## config.mk

```make
export PLATFORM = sky130hd
export DESIGN_NAME = keyword_weight_scorer_core_flat
export DESIGN_NICKNAME = d
export VERILOG_FILES = /design/src/hw/rtl/kws_pkg.sv /design/src/hw/rtl/kws_byte_if.sv /design/src/hw/rtl/kws_result_if.sv /design/src/hw/rtl/kws_cfg_if.sv /design/src/hw/rtl/kws_matcher.sv /design/src/hw/rtl/kws_score.sv /design/src/hw/rtl/keyword_weight_scorer_core.sv /design/src/flat_wrapper.sv
export VERILOG_INCLUDE_DIRS = /design/src /design/src/hw/rtl
export SDC_FILE = /design/constraint.sdc
export NUM_CORES = 1
export LEC_CHECK = 0
export BUFFER_PORTS_ARGS = -buffer_cell sky130_fd_sc_hd__clkbuf_2
export CAP_MARGIN = 20
export CORE_ASPECT_RATIO = 0.6
export CORE_MARGIN = 2
export CORE_UTILIZATION = 56
export CTS_CLUSTER_SIZE = 8
export DETAILED_ROUTE_END_ITERATION = 12
export GPL_ROUTABILITY_DRIVEN = 0
export PLACE_DENSITY = 0.8
export SLEW_MARGIN = 20
export SYNTH_ARGS = -nofsm -noshare
export SYNTH_HDL_FRONTEND = slang
export SYNTH_HIERARCHICAL = 1
export SYNTH_SLANG_ARGS = --single-unit
```

## constraint.sdc

```tcl
create_clock -name clk_i -period 7.1 [get_ports clk_i]
set_input_delay 0.71 -clock clk_i [delete_from_list [all_inputs] [get_ports clk_i]]
set_output_delay 0.71 -clock clk_i [all_outputs]
set_load 0.005 [all_outputs]
```

## src/hw/rtl/assert_macros.svh

```systemverilog
// Assertion macros shared by the keyword scorer RTL.
`ifndef ASSERT_MACROS_SVH
`define ASSERT_MACROS_SVH

// Implication checked on every rising clock edge outside reset.
`define KWS_ASSERT_IMP(lbl, ante, cons, msg) \
  lbl: assert property (@(posedge clk_i) disable iff (!rst_ni) (ante) |-> (cons)) \
    else $error(msg);

// Implication whose consequent is checked in the cycle after the antecedent.
`define KWS_ASSERT_NEXT(lbl, ante, cons, msg) \
  lbl: assert property (@(posedge clk_i) disable iff (!rst_ni) (ante) |=> (cons)) \
    else $error(msg);

`endif

```

## src/hw/rtl/kws_pkg.sv

```systemverilog
// Types and constants of the keyword weight scorer.
`default_nettype none

package kws_pkg;

  localparam int KwCount  = 6;
  localparam int WinBytes = 7;
  localparam int WinW     = 8 * WinBytes;
  localparam int CfgIdxW  = 1;
  localparam int ConfW    = 7;

  // Configuration register indexes.
  localparam logic [CfgIdxW-1:0] CfgAuthConf = 1'b0;
  localparam logic [CfgIdxW-1:0] CfgSensConf = 1'b1;

  localparam logic [ConfW-1:0] AuthConfReset = 7'd85;
  localparam logic [ConfW-1:0] SensConfReset = 7'd90;

  // Keyword text right-aligned: the final character sits in bits [7:0].
  // Order: sudo, admin, please, delete, password, db_drop.
  localparam logic [63:0] KwText [KwCount] = '{
    64'h0000_0000_7375_646f,
    64'h0000_0061_646d_696e,
    64'h0000_706c_6561_7365,
    64'h0000_6465_6c65_7465,
    64'h7061_7373_776f_7264,
    64'h0064_625f_6472_6f70
  };

  localparam logic [63:0] KwMask [KwCount] = '{
    64'h0000_0000_ffff_ffff,
    64'h0000_00ff_ffff_ffff,
    64'h0000_ffff_ffff_ffff,
    64'h0000_ffff_ffff_ffff,
    64'hffff_ffff_ffff_ffff,
    64'h00ff_ffff_ffff_ffff
  };

  localparam logic signed [7:0] KwWeight [KwCount] = '{
    8'sd50, 8'sd30, -8'sd20, 8'sd40, 8'sd70, 8'sd90
  };

  // Set bits mark authority keywords; the others are sensitivity keywords.
  localparam logic [KwCount-1:0] KwIsAuth = 6'b000111;

  localparam logic signed [9:0] AuthMax  = 10'sd100;
  localparam logic signed [9:0] AuthMin  = -10'sd100;
  localparam logic [8:0]        SensBase = 9'd10;
  localparam logic [8:0]        SensMax  = 9'd100;

  typedef logic [KwCount-1:0] kw_flags_t;

  typedef struct packed {
    logic signed [7:0] authority;
    logic [6:0]        sensitivity;
    logic [ConfW-1:0]  authority_conf_out;
    logic [ConfW-1:0]  sensitivity_conf_out;
  } kws_result_t;

endpackage

`default_nettype wire

```

## src/hw/rtl/kws_byte_if.sv

```systemverilog
// Input channel carrying one payload byte per transaction.
`default_nettype none

interface kws_byte_if;
  logic       valid;
  logic       ready;
  logic [7:0] byte_value;
  logic       last_byte;

  modport source (output valid, output byte_value, output last_byte, input ready);
  modport sink (input valid, input byte_value, input last_byte, output ready);
endinterface

`default_nettype wire

```

## src/hw/rtl/kws_result_if.sv

```systemverilog
// Output channel carrying one score result per transaction.
`default_nettype none

interface kws_result_if;
  logic              valid;
  logic              ready;
  logic signed [7:0] authority;
  logic [6:0]        sensitivity;
  logic [6:0]        authority_conf_out;
  logic [6:0]        sensitivity_conf_out;

  modport source (output valid, output authority, output sensitivity,
                  output authority_conf_out, output sensitivity_conf_out, input ready);
  modport sink (input valid, input authority, input sensitivity,
                input authority_conf_out, input sensitivity_conf_out, output ready);
endinterface

`default_nettype wire

```

## src/hw/rtl/kws_cfg_if.sv

```systemverilog
// Configuration write channel: register index and write data.
`default_nettype none

interface kws_cfg_if;
  logic       valid;
  logic       ready;
  logic [0:0] index;
  logic [6:0] data;

  modport source (output valid, output index, output data, input ready);
  modport sink (input valid, input index, input data, output ready);
endinterface

`default_nettype wire

```

## src/hw/rtl/kws_matcher.sv

```systemverilog
// Case folding, recent byte window and keyword seen flags.
`default_nettype none

module kws_matcher
  import kws_pkg::*;
(
  input  wire logic       clk_i,
  input  wire logic       rst_ni,
  input  wire logic       step_i,
  input  wire logic [7:0] byte_i,
  input  wire logic       last_i,
  output kw_flags_t       seen_o
);

  `include "assert_macros.svh"

  logic [WinW-1:0] recent_q, recent_d;
  kw_flags_t       seen_q, seen_d;
  logic [7:0]      cur;
  logic [63:0]     win;
  kw_flags_t       hits;

  always_comb begin
    if (byte_i inside {[8'h41:8'h5a]}) begin
      cur = byte_i + 8'h20;
    end else begin
      cur = byte_i;
    end
  end

  // Newest byte in the low lane, oldest window byte in the high lane.
  assign win = {recent_q, cur};

  always_comb begin
    for (int k = 0; k < KwCount; k++) begin
      hits[k] = ((win ^ KwText[k]) & KwMask[k]) == 64'h0;
    end
  end

  assign seen_o = seen_q | hits;

  always_comb begin
    recent_d = recent_q;
    seen_d   = seen_q;
    if (step_i) begin
      if (last_i) begin
        recent_d = '0;
        seen_d   = '0;
      end else begin
        recent_d = win[WinW-1:0];
        seen_d   = seen_o;
      end
    end
  end

  always_ff @(posedge clk_i or negedge rst_ni) begin
    if (!rst_ni) begin
      recent_q <= '0;
      seen_q   <= '0;
    end else begin
      recent_q <= recent_d;
      seen_q   <= seen_d;
    end
  end

  `KWS_ASSERT_NEXT(a_clear_after_last, step_i && last_i,
                   recent_q == '0 && seen_q == '0, "window not cleared after last byte")
  `KWS_ASSERT_NEXT(a_flags_sticky, !(step_i && last_i),
                   (seen_q & $past(seen_q)) == $past(seen_q), "seen flag dropped mid payload")

endmodule

`default_nettype wire

```

## src/hw/rtl/kws_score.sv

```systemverilog
// Weight sums and clamping of the authority and sensitivity scores.
`default_nettype none

module kws_score
  import kws_pkg::*;
(
  input  wire kw_flags_t         seen_i,
  input  wire logic [ConfW-1:0]  auth_level_i,
  input  wire logic [ConfW-1:0]  sens_level_i,
  output kws_result_t            result_o
);

  logic signed [9:0] auth_sum;
  logic [8:0]        sens_sum;
  logic signed [9:0] auth_clamped;
  logic [8:0]        sens_clamped;

  always_comb begin
    auth_sum = '0;
    sens_sum = SensBase;
    for (int k = 0; k < KwCount; k++) begin
      if (seen_i[k]) begin
        if (KwIsAuth[k]) begin
          auth_sum = auth_sum + 10'(KwWeight[k]);
        end else begin
          sens_sum = sens_sum + 9'(unsigned'(KwWeight[k]));
        end
      end
    end
  end

  always_comb begin
    if (auth_sum > AuthMax) begin
      auth_clamped = AuthMax;
    end else if (auth_sum < AuthMin) begin
      auth_clamped = AuthMin;
    end else begin
      auth_clamped = auth_sum;
    end
    if (sens_sum > SensMax) begin
      sens_clamped = SensMax;
    end else begin
      sens_clamped = sens_sum;
    end
  end

  assign result_o.authority            = auth_clamped[7:0];
  assign result_o.sensitivity          = sens_clamped[6:0];
  assign result_o.authority_conf_out   = auth_level_i;
  assign result_o.sensitivity_conf_out = sens_level_i;

endmodule

`default_nettype wire

```

## src/hw/rtl/keyword_weight_scorer_core.sv

```systemverilog
// Top level of the keyword weight scorer.
`default_nettype none

// The scorer takes a text payload one byte per transaction on byte_i, folds
// ASCII capitals to lower case, and watches for six keywords ("sudo",
// "admin", "please", "delete", "password", "db_drop") ending on each byte.
// When the byte marked last_byte is processed, one transaction appears on
// result_o: the authority score (sum of the authority keyword weights,
// clamped to -100..100), the sensitivity score (10 plus the sensitivity
// keyword weights, capped at 100), and copies of the two confidence
// registers. All scores are in hundredths. The keyword window and the seen
// flags clear after every last byte, so payloads never affect each other;
// an empty payload is sent as a single zero byte with last_byte set.
// Timing: one byte is accepted every clock cycle while byte_i.ready is high.
// A byte is captured in an input register and matched and scored from there;
// the score of a last byte is then held in the result register, which drives
// result_o. The result register decouples the two sides, so ordinary bytes
// keep flowing while a result waits; only when the next last byte sits in
// the input register and would overwrite the waiting result does
// byte_i.ready drop. Configuration writes on cfg_i are always accepted
// and should be issued only while no payload is in flight.
module keyword_weight_scorer_core
  import kws_pkg::*;
(
  input  wire logic     clk_i,
  input  wire logic     rst_ni,
  kws_byte_if.sink      byte_i,
  kws_result_if.source  result_o,
  kws_cfg_if.sink       cfg_i
);

  `include "assert_macros.svh"

  // Input register stage.
  logic       s1_valid_q;
  logic [7:0] s1_byte_q;
  logic       s1_last_q;

  // Result register stage.
  logic        out_valid_q;
  kws_result_t out_res_q;
  kws_result_t res_d;

  logic [ConfW-1:0] auth_level_q;
  logic [ConfW-1:0] sens_level_q;

  logic      advance;
  logic      in_take;
  logic      step;
  kw_flags_t seen;

  // The result register can take a new score when it is empty or drained
  // in this cycle. Bytes that do not close a payload never touch it, so
  // they move on regardless; a last byte waits until the register is free.
  assign advance      = !out_valid_q || result_o.ready;
  assign step         = s1_valid_q && (!s1_last_q || advance);
  assign byte_i.ready = !s1_valid_q || step;
  assign in_take      = byte_i.valid && byte_i.ready;

  always_ff @(posedge clk_i or negedge rst_ni) begin
    if (!rst_ni) begin
      s1_valid_q <= 1'b0;
    end else if (in_take) begin
      s1_valid_q <= 1'b1;
    end else if (step) begin
      s1_valid_q <= 1'b0;
    end
  end

  always_ff @(posedge clk_i) begin
    if (in_take) begin
      s1_byte_q <= byte_i.byte_value;
      s1_last_q <= byte_i.last_byte;
    end
  end

  kws_matcher u_matcher (
    .clk_i  (clk_i),
    .rst_ni (rst_ni),
    .step_i (step),
    .byte_i (s1_byte_q),
    .last_i (s1_last_q),
    .seen_o (seen)
  );

  kws_score u_score (
    .seen_i       (seen),
    .auth_level_i (auth_level_q),
    .sens_level_i (sens_level_q),
    .result_o     (res_d)
  );

  always_ff @(posedge clk_i or negedge rst_ni) begin
    if (!rst_ni) begin
      out_valid_q <= 1'b0;
    end else if (advance) begin
      out_valid_q <= step && s1_last_q;
    end
  end

  always_ff @(posedge clk_i) begin
    if (step && s1_last_q) begin
      out_res_q <= res_d;
    end
  end

  assign result_o.valid                = out_valid_q;
  assign result_o.authority            = out_res_q.authority;
  assign result_o.sensitivity          = out_res_q.sensitivity;
  assign result_o.authority_conf_out   = out_res_q.authority_conf_out;
  assign result_o.sensitivity_conf_out = out_res_q.sensitivity_conf_out;

  // Configuration registers; writes complete in the cycle they are presented.
  assign cfg_i.ready = 1'b1;

  always_ff @(posedge clk_i or negedge rst_ni) begin
    if (!rst_ni) begin
      auth_level_q <= AuthConfReset;
      sens_level_q <= SensConfReset;
    end else if (cfg_i.valid) begin
      case (cfg_i.index)
        CfgAuthConf: auth_level_q <= cfg_i.data;
        CfgSensConf: sens_level_q <= cfg_i.data;
        default: begin
        end
      endcase
    end
  end

  `KWS_ASSERT_NEXT(a_last_gives_result, step && s1_last_q, out_valid_q,
                   "processed last byte produced no result")
  `KWS_ASSERT_IMP(a_auth_range, out_valid_q,
                  out_res_q.authority <= 8'sd100 && out_res_q.authority >= -8'sd100,
                  "authority score out of range")
  `KWS_ASSERT_IMP(a_sens_range, out_valid_q,
                  out_res_q.sensitivity >= 7'd10 && out_res_q.sensitivity <= 7'd100,
                  "sensitivity score out of range")
  `KWS_ASSERT_IMP(a_no_overwrite, out_valid_q && !result_o.ready, !(step && s1_last_q),
                  "pending result would be overwritten")

endmodule

`default_nettype wire
```

## src/flat_wrapper.sv

```systemverilog
// flat-port wrapper written by rule: the top's interface ports become plain ports
module keyword_weight_scorer_core_flat import kws_pkg::*;
  (clk_i, rst_ni, byte_i_valid, byte_i_byte_value, byte_i_last_byte, byte_i_ready, result_o_valid, result_o_authority, result_o_sensitivity, result_o_authority_conf_out, result_o_sensitivity_conf_out, result_o_ready, cfg_i_valid, cfg_i_index, cfg_i_data, cfg_i_ready);
  kws_byte_if byte_i_i ();
  kws_result_if result_o_i ();
  kws_cfg_if cfg_i_i ();
  input  wire logic clk_i;
  input  wire logic rst_ni;
  input wire logic [$bits(byte_i_i.valid)-1:0] byte_i_valid;
  input wire logic [$bits(byte_i_i.byte_value)-1:0] byte_i_byte_value;
  input wire logic [$bits(byte_i_i.last_byte)-1:0] byte_i_last_byte;
  output wire logic [$bits(byte_i_i.ready)-1:0] byte_i_ready;
  output wire logic [$bits(result_o_i.valid)-1:0] result_o_valid;
  output wire logic [$bits(result_o_i.authority)-1:0] result_o_authority;
  output wire logic [$bits(result_o_i.sensitivity)-1:0] result_o_sensitivity;
  output wire logic [$bits(result_o_i.authority_conf_out)-1:0] result_o_authority_conf_out;
  output wire logic [$bits(result_o_i.sensitivity_conf_out)-1:0] result_o_sensitivity_conf_out;
  input wire logic [$bits(result_o_i.ready)-1:0] result_o_ready;
  input wire logic [$bits(cfg_i_i.valid)-1:0] cfg_i_valid;
  input wire logic [$bits(cfg_i_i.index)-1:0] cfg_i_index;
  input wire logic [$bits(cfg_i_i.data)-1:0] cfg_i_data;
  output wire logic [$bits(cfg_i_i.ready)-1:0] cfg_i_ready;
  assign byte_i_i.valid = byte_i_valid;
  assign byte_i_i.byte_value = byte_i_byte_value;
  assign byte_i_i.last_byte = byte_i_last_byte;
  assign byte_i_ready = byte_i_i.ready;
  assign result_o_valid = result_o_i.valid;
  assign result_o_authority = result_o_i.authority;
  assign result_o_sensitivity = result_o_i.sensitivity;
  assign result_o_authority_conf_out = result_o_i.authority_conf_out;
  assign result_o_sensitivity_conf_out = result_o_i.sensitivity_conf_out;
  assign result_o_i.ready = result_o_ready;
  assign cfg_i_i.valid = cfg_i_valid;
  assign cfg_i_i.index = cfg_i_index;
  assign cfg_i_i.data = cfg_i_data;
  assign cfg_i_ready = cfg_i_i.ready;
  keyword_weight_scorer_core u_core (.clk_i(clk_i), .rst_ni(rst_ni), .byte_i(byte_i_i), .result_o(result_o_i), .cfg_i(cfg_i_i));
endmodule
```

==> results of run 1 <==
-- registers in the layout, indices dropped and copies added (netlist names), 7 cells and up --
signal,count
u_core/result_o.sensitivity_conf_out,7
u_core/u_matcher/recent_q,56
u_core/result_o.sensitivity,7
u_core/auth_level_q,7
u_core/result_o.authority,8
u_core/result_o.authority_conf_out,7
u_core/sens_level_q,7
u_core/s1_byte_q,8
-- cell usage in the layout, fill, tap and decap left out, types with 9 or more instances in the layout --
| cell | netlist | routed |
|---|---|---|
| sky130_fd_sc_hd__nor2_1 | 12 | 11 |
| sky130_fd_sc_hd__clkbuf_16 | 0 | 17 |
| sky130_fd_sc_hd__dfrtp_1 | 70 | 70 |
| sky130_fd_sc_hd__inv_1 | 65 | 65 |
| sky130_fd_sc_hd__nand4_1 | 9 | 9 |
| sky130_fd_sc_hd__ha_1 | 13 | 13 |
| sky130_fd_sc_hd__nand3b_1 | 55 | 55 |
| sky130_fd_sc_hd__nor2b_1 | 9 | 9 |
| sky130_fd_sc_hd__nand2_1 | 11 | 11 |
| sky130_fd_sc_hd__nor3_1 | 9 | 9 |
| sky130_fd_sc_hd__edfxtp_1 | 38 | 38 |
| sky130_fd_sc_hd__clkbuf_2 | 0 | 51 |
| sky130_fd_sc_hd__o21ai_0 | 58 | 58 |
| sky130_fd_sc_hd__a21oi_1 | 11 | 11 |
-- stage by stage --
| stage | total power [uW] | setup slack (ns) | utilization [%] | hold WS (ns) | instances |
|---|---|---|---|---|---|
| 2_1_floorplan | 871 | 3.79 | - | 0.414 | 502 |
| 3_3_place_gp | 899 | 3.62 | 59.7 | 0.426 | 655 |
| 6_report | 1750 | 3.37 | 66.0 | 0.176 | 688 |
| 5_1_grt | 1810 | 3.25 | 66.0 | 0.185 | 688 |
| 4_1_cts | 1760 | 3.45 | 65.7 | 0.446 | 687 |
| 3_5_place_dp | 908 | 3.45 | 59.7 | 0.430 | 655 |
-- worst max-delay path, delay by kind of cell (launching register included) --
kind / cells / cell delay (ns)
simple gates: 5 / 1.55
buf+inv: 1 / 0.11
fa+ha+maj: 2 / 0.69
flops: 1 / 0.48
compound gates: 3 / 0.64
-- cell type report --
class / count / share of cell area (%)
clock buffers: 18 / 6.68
clock inverters: 14 / 2.51
inverters: 65 / 3.80
multi-input cells: 284 / 31.3
flip-flops and latches: 116 / 48.3
well taps: 135 / 2.63
repair buffers: 56 / 4.87
-- path summary, 6_finish.rpt --
path	end	slack [ns]	start
setup / recovery	u_core/result_o.authority[5]	3.37	u_core/s1_byte_q[5]
hold / removal	u_core/u_matcher/recent_q[37]	0.18	rst_ni
setup reg to reg	u_core/result_o.authority[5]	3.37	u_core/s1_byte_q[5]
max in group asynchronous	u_core/auth_level_q[0]	6.30	rst_ni
hold reg to reg	u_core/result_o.sensitivity_conf_out[0]	0.45	u_core/sens_level_q[0]
min in group clk_i	u_core/result_o.sensitivity_conf_out[0]	0.45	u_core/sens_level_q[0]
-- kinds of logic after synthesis --
| family | share of synthesized area [%] |
|---|---|
| simple gates | 20.0 |
| flops | 55.9 |
| buf+inv | 8.21 |
| compound gates | 9.24 |
| mux | 3.31 |
| fa+ha+maj | 2.93 |
| other cells | 0.135 |
| xor+xnor | 0.316 |
-- report_power, final --
part | internal, uW | switching, uW | total [uW]
logic | 49.8 | 71.7 | 122
clock network | 548 | 298 | 846
registers | 745 | 38.4 | 783
-- per-layer routing --
layer / GRT usage [%] / wire [um] / vias up
met4: 10.9 / 318 / 0
li1: - / - / 1821
met3: 6.80 / 1050 / 41
met5: 0 / 0 / -
met2: 35.7 / 5570 / 199
met1: 34.9 / 5640 / 1934
==> flow_metrics.tcl, run 1 <==
set metrics [dict create \
    run_status "complete, no violations" \
    io_pins 54 \
    maximum_number_of_pins_on_one_net_before_global_route_repair 81 \
    post_route_cells_drive_above_1_share_pct 22.2 \
    max_stage_delay_ns 0.54 \
    worst_pin_slew_ns 0.857 \
    h_tree_depth 4 \
    yosysMostFrequentCell "sky130_fd_sc_hd__dfrtp_1" \
    timing.final.crit_period_ns 3.73 \
    power.density_nw_per_um2 272 \
    timing.critical_path.fanout_max 7 \
    final_hold_viol_count 0 \
    yosys_warn_count 6 \
    clock-skew-final_ns 0.00890 \
    leading_cell_types_by_count_after_synthesis "sky130_fd_sc_hd__dfrtp_1 (70), sky130_fd_sc_hd__inv_1 (65), sky130_fd_sc_hd__o21ai_0 (58)" \
    drt_first_iter_violations 469 \
    fin_crit_sh_pct 52.5 \
    totalNegativeSetupSlack_ns 0 \
    first_global_vias 3908 \
    detailed_place.area_sq_um 5810 \
    cts.path.max_buffers 2 \
    hpwl_um 8260 \
    syn_inst 501 \
    clock_tree_from_tritoncts "done" \
    total_standard_cell_area_after_synthesis_sq_um 5550 \
    max_cap_viol_count 0 \
    ys_top_cells_by_area "sky130_fd_sc_hd__dfrtp_1 (32%), sky130_fd_sc_hd__edfxtp_1 (21%), sky130_fd_sc_hd__nand3b_1 (7.4%)" \
    totalWireLength_um 12600 \
    hold_fix_buffer_count_after_cts 0 \
    synth_async_sr_flop_share_pct 67.2 \
    core_area_sq_um 9740 \
    root_buffer "sky130_fd_sc_hd__clkbuf_16" \
    placementRows 28 \
    synth_top_cell_area_share_pct 31.6 \
    worst_hold_path_type "in -> async" \
    finalMaxSlewViolations 0 \
    synth.avg_cell_area_sq_um 11.1 \
    final_antenna_net_count 0 \
    number_of_antenna_violations_at_the_first_check_in_global_routing 0 \
    grt_setup_unrepaired "no" \
    tritoncts_num_sinks 116 \
    multi_input_comb_area_sq_um 2010 \
    worst_path_max_delay_cell "sky130_fd_sc_hd__or4_1" \
    clkSlewWorstSetupHoldPaths_ns 0.06 \
    r2r.worst_path.cells 11 \
    dieArea_sq_um 10700 \
    post_cts_setup_bufs 0 \
    start_util_pct 57.0 \
    finalSetupViolations 0 \
    share_of_the_yosys_chip_area_belonging_to_registers_pct 55.9 \
    num-fill-cells 745 \
    io_buffer_count 52 \
    netlist-cell-type-count 59 \
    synth_edf_count 38 \
    route.detailed.wl_per_inst_um 18.3 \
    final_area_sq_um 6430 \
    number_of_nets_in_the_final_layout 575 \
    drt_pre_antenna_iters 5 \
    timing.critical_path.arrival_ns 3.89 \
    critPathRequiredTime_ns 7.26 \
    critPathKind "reg -> reg" \
    die_width_um 133 \
    synth-main-ff-cell "sky130_fd_sc_hd__dfrtp_1" \
    register_area_sq_um 3100 \
    die_height_um 81.1 \
    globalRouteOverflowTotal 0 \
    max_rail_drop_vdd_v 0.000181 \
    crit_path_frequent_cell "sky130_fd_sc_hd__ha_1" \
    insertedDiodeCount 0 \
    worstSetupStartpointType "register" \
    power.leakage_uw 0.00265 \
    drc 0 \
    post_cts_resize_count 0 \
    setup.worst_path.end_class "register" \
    synth.largest_area_cell "sky130_fd_sc_hd__dfrtp_1" \
    vias_per_cell 5.81 \
    grt_usage_pct 24.6 \
    layout-area-overhead-vs-synth_pct 15.8 \
    cts_made_buffers 17 \
    clock_insertion_delay_worst_skew_ns 0.41 \
    max_clock_freq_mhz 268 \
    critical_path.cell_chain "ha_1, nor2b_1, o22ai_1, nand4bb_1, or4_1, nand2b_1, inv_1, ha_1, or3b_1, a21o_1, a22o_1" \
    relSlewSlack_pct 42.7 \
    vias 3995 \
    grt_pass1_wl_um 20100 \
    synth_seq_cells 116 \
]
No activity file was read; power rests on OpenSTA's default activity.
==> inputs of run 2 (changes only) <==
==> constraint.sdc (replaced) <==
create_clock -name clk_i -period 3.5 [get_ports clk_i]
set_input_delay 0.35 -clock clk_i [delete_from_list [all_inputs] [get_ports clk_i]]
set_output_delay 0.35 -clock clk_i [all_outputs]
set_load 0.005 [all_outputs]
==> flow_metrics.tcl, run 2 (synthesized netlist as in run 1, its figures left out) <==
set metrics [dict create \
    core_area_sq_um 9740 \
    vias_per_cell 5.84 \
    number_of_nets_in_the_final_layout 587 \
    post_route_cells_drive_above_1_share_pct 26.4 \
    cts_made_buffers 17 \
    grt_usage_pct 24.5 \
    postLayoutCoreUtil_pct 68.0 \
    failed_checks "negative hold slack" \
    tritoncts_num_sinks 116 \
    drt_pre_antenna_iters 5 \
    layout-area-overhead-vs-synth_pct 19.3 \
    timing.critical_path.fanout_max 5 \
    vias 4091 \
    timing.final.crit_period_ns 3.39 \
    largest_register_ffs 56 \
    registers_with_the_most_flip_flops "u_core/u_matcher/recent_q: 56 flops, u_core/result_o.authority: 8 flops, u_core/s1_byte_q: 8 flops" \
    num-fill-cells 710 \
    place_inst 664 \
    h_tree_depth 4 \
    die_height_um 81.1 \
    final_antenna_net_count 0 \
    route.detailed.wl_per_inst_um 18.3 \
    number_of_antenna_violations_at_the_first_check_in_global_routing 0 \
    clock-skew-final_ns 0.0101 \
    max_rail_drop_vdd_v 0.000429 \
    final_hold_viol_count 43 \
    placementRows 28 \
    finalHoldWorstSlack_ns -0.0450 \
    io_pins 54 \
    max_clock_freq_mhz 295 \
    drc 0 \
    hpwl_um 8130 \
    commonest_non_fill_non_tap_cell_in_the_layout "sky130_fd_sc_hd__dfrtp_1" \
    io_buffer_count 52 \
    drt_first_iter_violations 459 \
    fin_cells 700 \
    critPathRequiredTime_ns 3.67 \
    largest-register "u_core/u_matcher/recent_q" \
    max_cap_viol_count 0 \
    power.density_nw_per_um2 563 \
    layout.cells.most_common_list "sky130_fd_sc_hd__dfrtp_1 (70), sky130_fd_sc_hd__inv_1 (63), sky130_fd_sc_hd__o21ai_0 (58)" \
    globalRouteOverflowTotal 0 \
    finalMaxSlewViolations 0 \
    clock_tree_from_tritoncts "done" \
    finalSetupViolations 0 \
    worst_hold_path_type "in -> async" \
    clock_insertion_delay_worst_skew_ns 0.42 \
    first_global_vias 3805 \
    worstSetupStartpointType "register" \
    die_width_um 133 \
    cts.path.max_buffers 2 \
    grt_pass1_wl_um 19900 \
    worst_pin_slew_ns 0.710 \
    dieArea_sq_um 10700 \
    maximum_number_of_pins_on_one_net_before_global_route_repair 79 \
    timing.critical_path.arrival_ns 3.56 \
    fin_crit_sh_pct 96.9 \
    hold_fix_buffer_count_after_cts 0 \
    clkSlewWorstSetupHoldPaths_ns 0.06 \
    relSlewSlack_pct 52.6 \
    run_status "finished, violations left" \
    insertedDiodeCount 0 \
    totalWireLength_um 12800 \
    root_buffer "sky130_fd_sc_hd__clkbuf_16" \
    start_util_pct 57.0 \
    setup.worst_path.end_class "register" \
    critPathKind "reg -> reg" \
    power.leakage_uw 0.00275 \
]
-- run 2: final timing paths --
path	startpoint	endpoint	slack, ns	cells after the start
max	u_core/s1_byte_q[5]	u_core/result_o.authority[5]	0.11	12
min	rst_ni	u_core/u_matcher/recent_q[31]	-0.05	1
max reg2reg	u_core/s1_byte_q[5]	u_core/result_o.authority[5]	0.11	12
min reg2reg	u_core/sens_level_q[5]	u_core/result_o.sensitivity_conf_out[5]	0.45	0
max in group asynchronous	rst_ni	u_core/u_matcher/recent_q[0]	3.05	1
min in group clk_i	byte_i_last_byte	u_core/s1_last_q	0.10	1
-- run 2: metrics by stage --
| stage | instance area, sq um | hold slack (ns) | worst slack (ns) | total power (uW) | TNS [ns] |
|---|---|---|---|---|---|
| after floorplan | 5550 | 0.0544 | 0.185 | 1770 | 0 |
| after global placement | 5880 | 0.429 | 0.140 | 1830 | 0 |
| after detailed placement | 5880 | 0.436 | -0.0787 | 1850 | -0.236 |
| after CTS | 6540 | 0.0896 | 0.0288 | 3740 | 0 |
| after global routing | 6620 | 0.0182 | -0.0156 | 3850 | -0.0217 |
| final | 6620 | -0.0450 | 0.107 | 3730 | 0 |
-- run 2: layout make-up --
type	count	area (sq um)	area share [%]
tap	135	169	2.55
timing repair buffer	68	387	5.84
clock buffer	17	425	6.42
clock inverter	15	218	3.29
multi-input combinational	284	2080	31.4
inverter	65	244	3.68
sequential	116	3100	46.8
-- run 2: where the power goes --
part / total (uW) / switching (uW) / leakage [uW] / internal [uW]
registers: 1580 / 73.8 / 0.00139 / 1510
logic: 258 / 150 / 0.00105 / 108
clock network: 1890 / 676 / 0.000312 / 1210
-- run 2: routing by layer --
metal / routed length (um) / GRT usage (%) / up-vias
met5: 52 / 4.17 / -
met4: 203 / 8.28 / 2
met3: 1070 / 8.55 / 30
met2: 5710 / 35.3 / 209
met1: 5740 / 34.4 / 1996
li1: - / - / 1854
-- run 2: worst max-delay path, stage by stage, from the launching register on --
cell,delay (ns)
sky130_fd_sc_hd__edfxtp_1,0.41
sky130_fd_sc_hd__ha_1,0.32
sky130_fd_sc_hd__nor2b_2,0.15
sky130_fd_sc_hd__o22ai_2,0.12
sky130_fd_sc_hd__nand4bb_1,0.27
sky130_fd_sc_hd__or4_1,0.53
sky130_fd_sc_hd__nand2b_1,0.17
sky130_fd_sc_hd__ha_2,0.23
sky130_fd_sc_hd__inv_1,0.07
sky130_fd_sc_hd__ha_1,0.29
sky130_fd_sc_hd__nand4b_1,0.13
sky130_fd_sc_hd__a21o_1,0.23
sky130_fd_sc_hd__a22o_1,0.24
-- run 2: timing repair --
| action | in CTS | in global routing |
|---|---|---|
| gates resized for setup | 1 | 12 |
| buffers inserted | 1 | 3 |
| hold endpoints to repair | 0 | 0 |
| pin swaps | 0 | 2 |
| setup endpoints to repair | 5 | 9 |
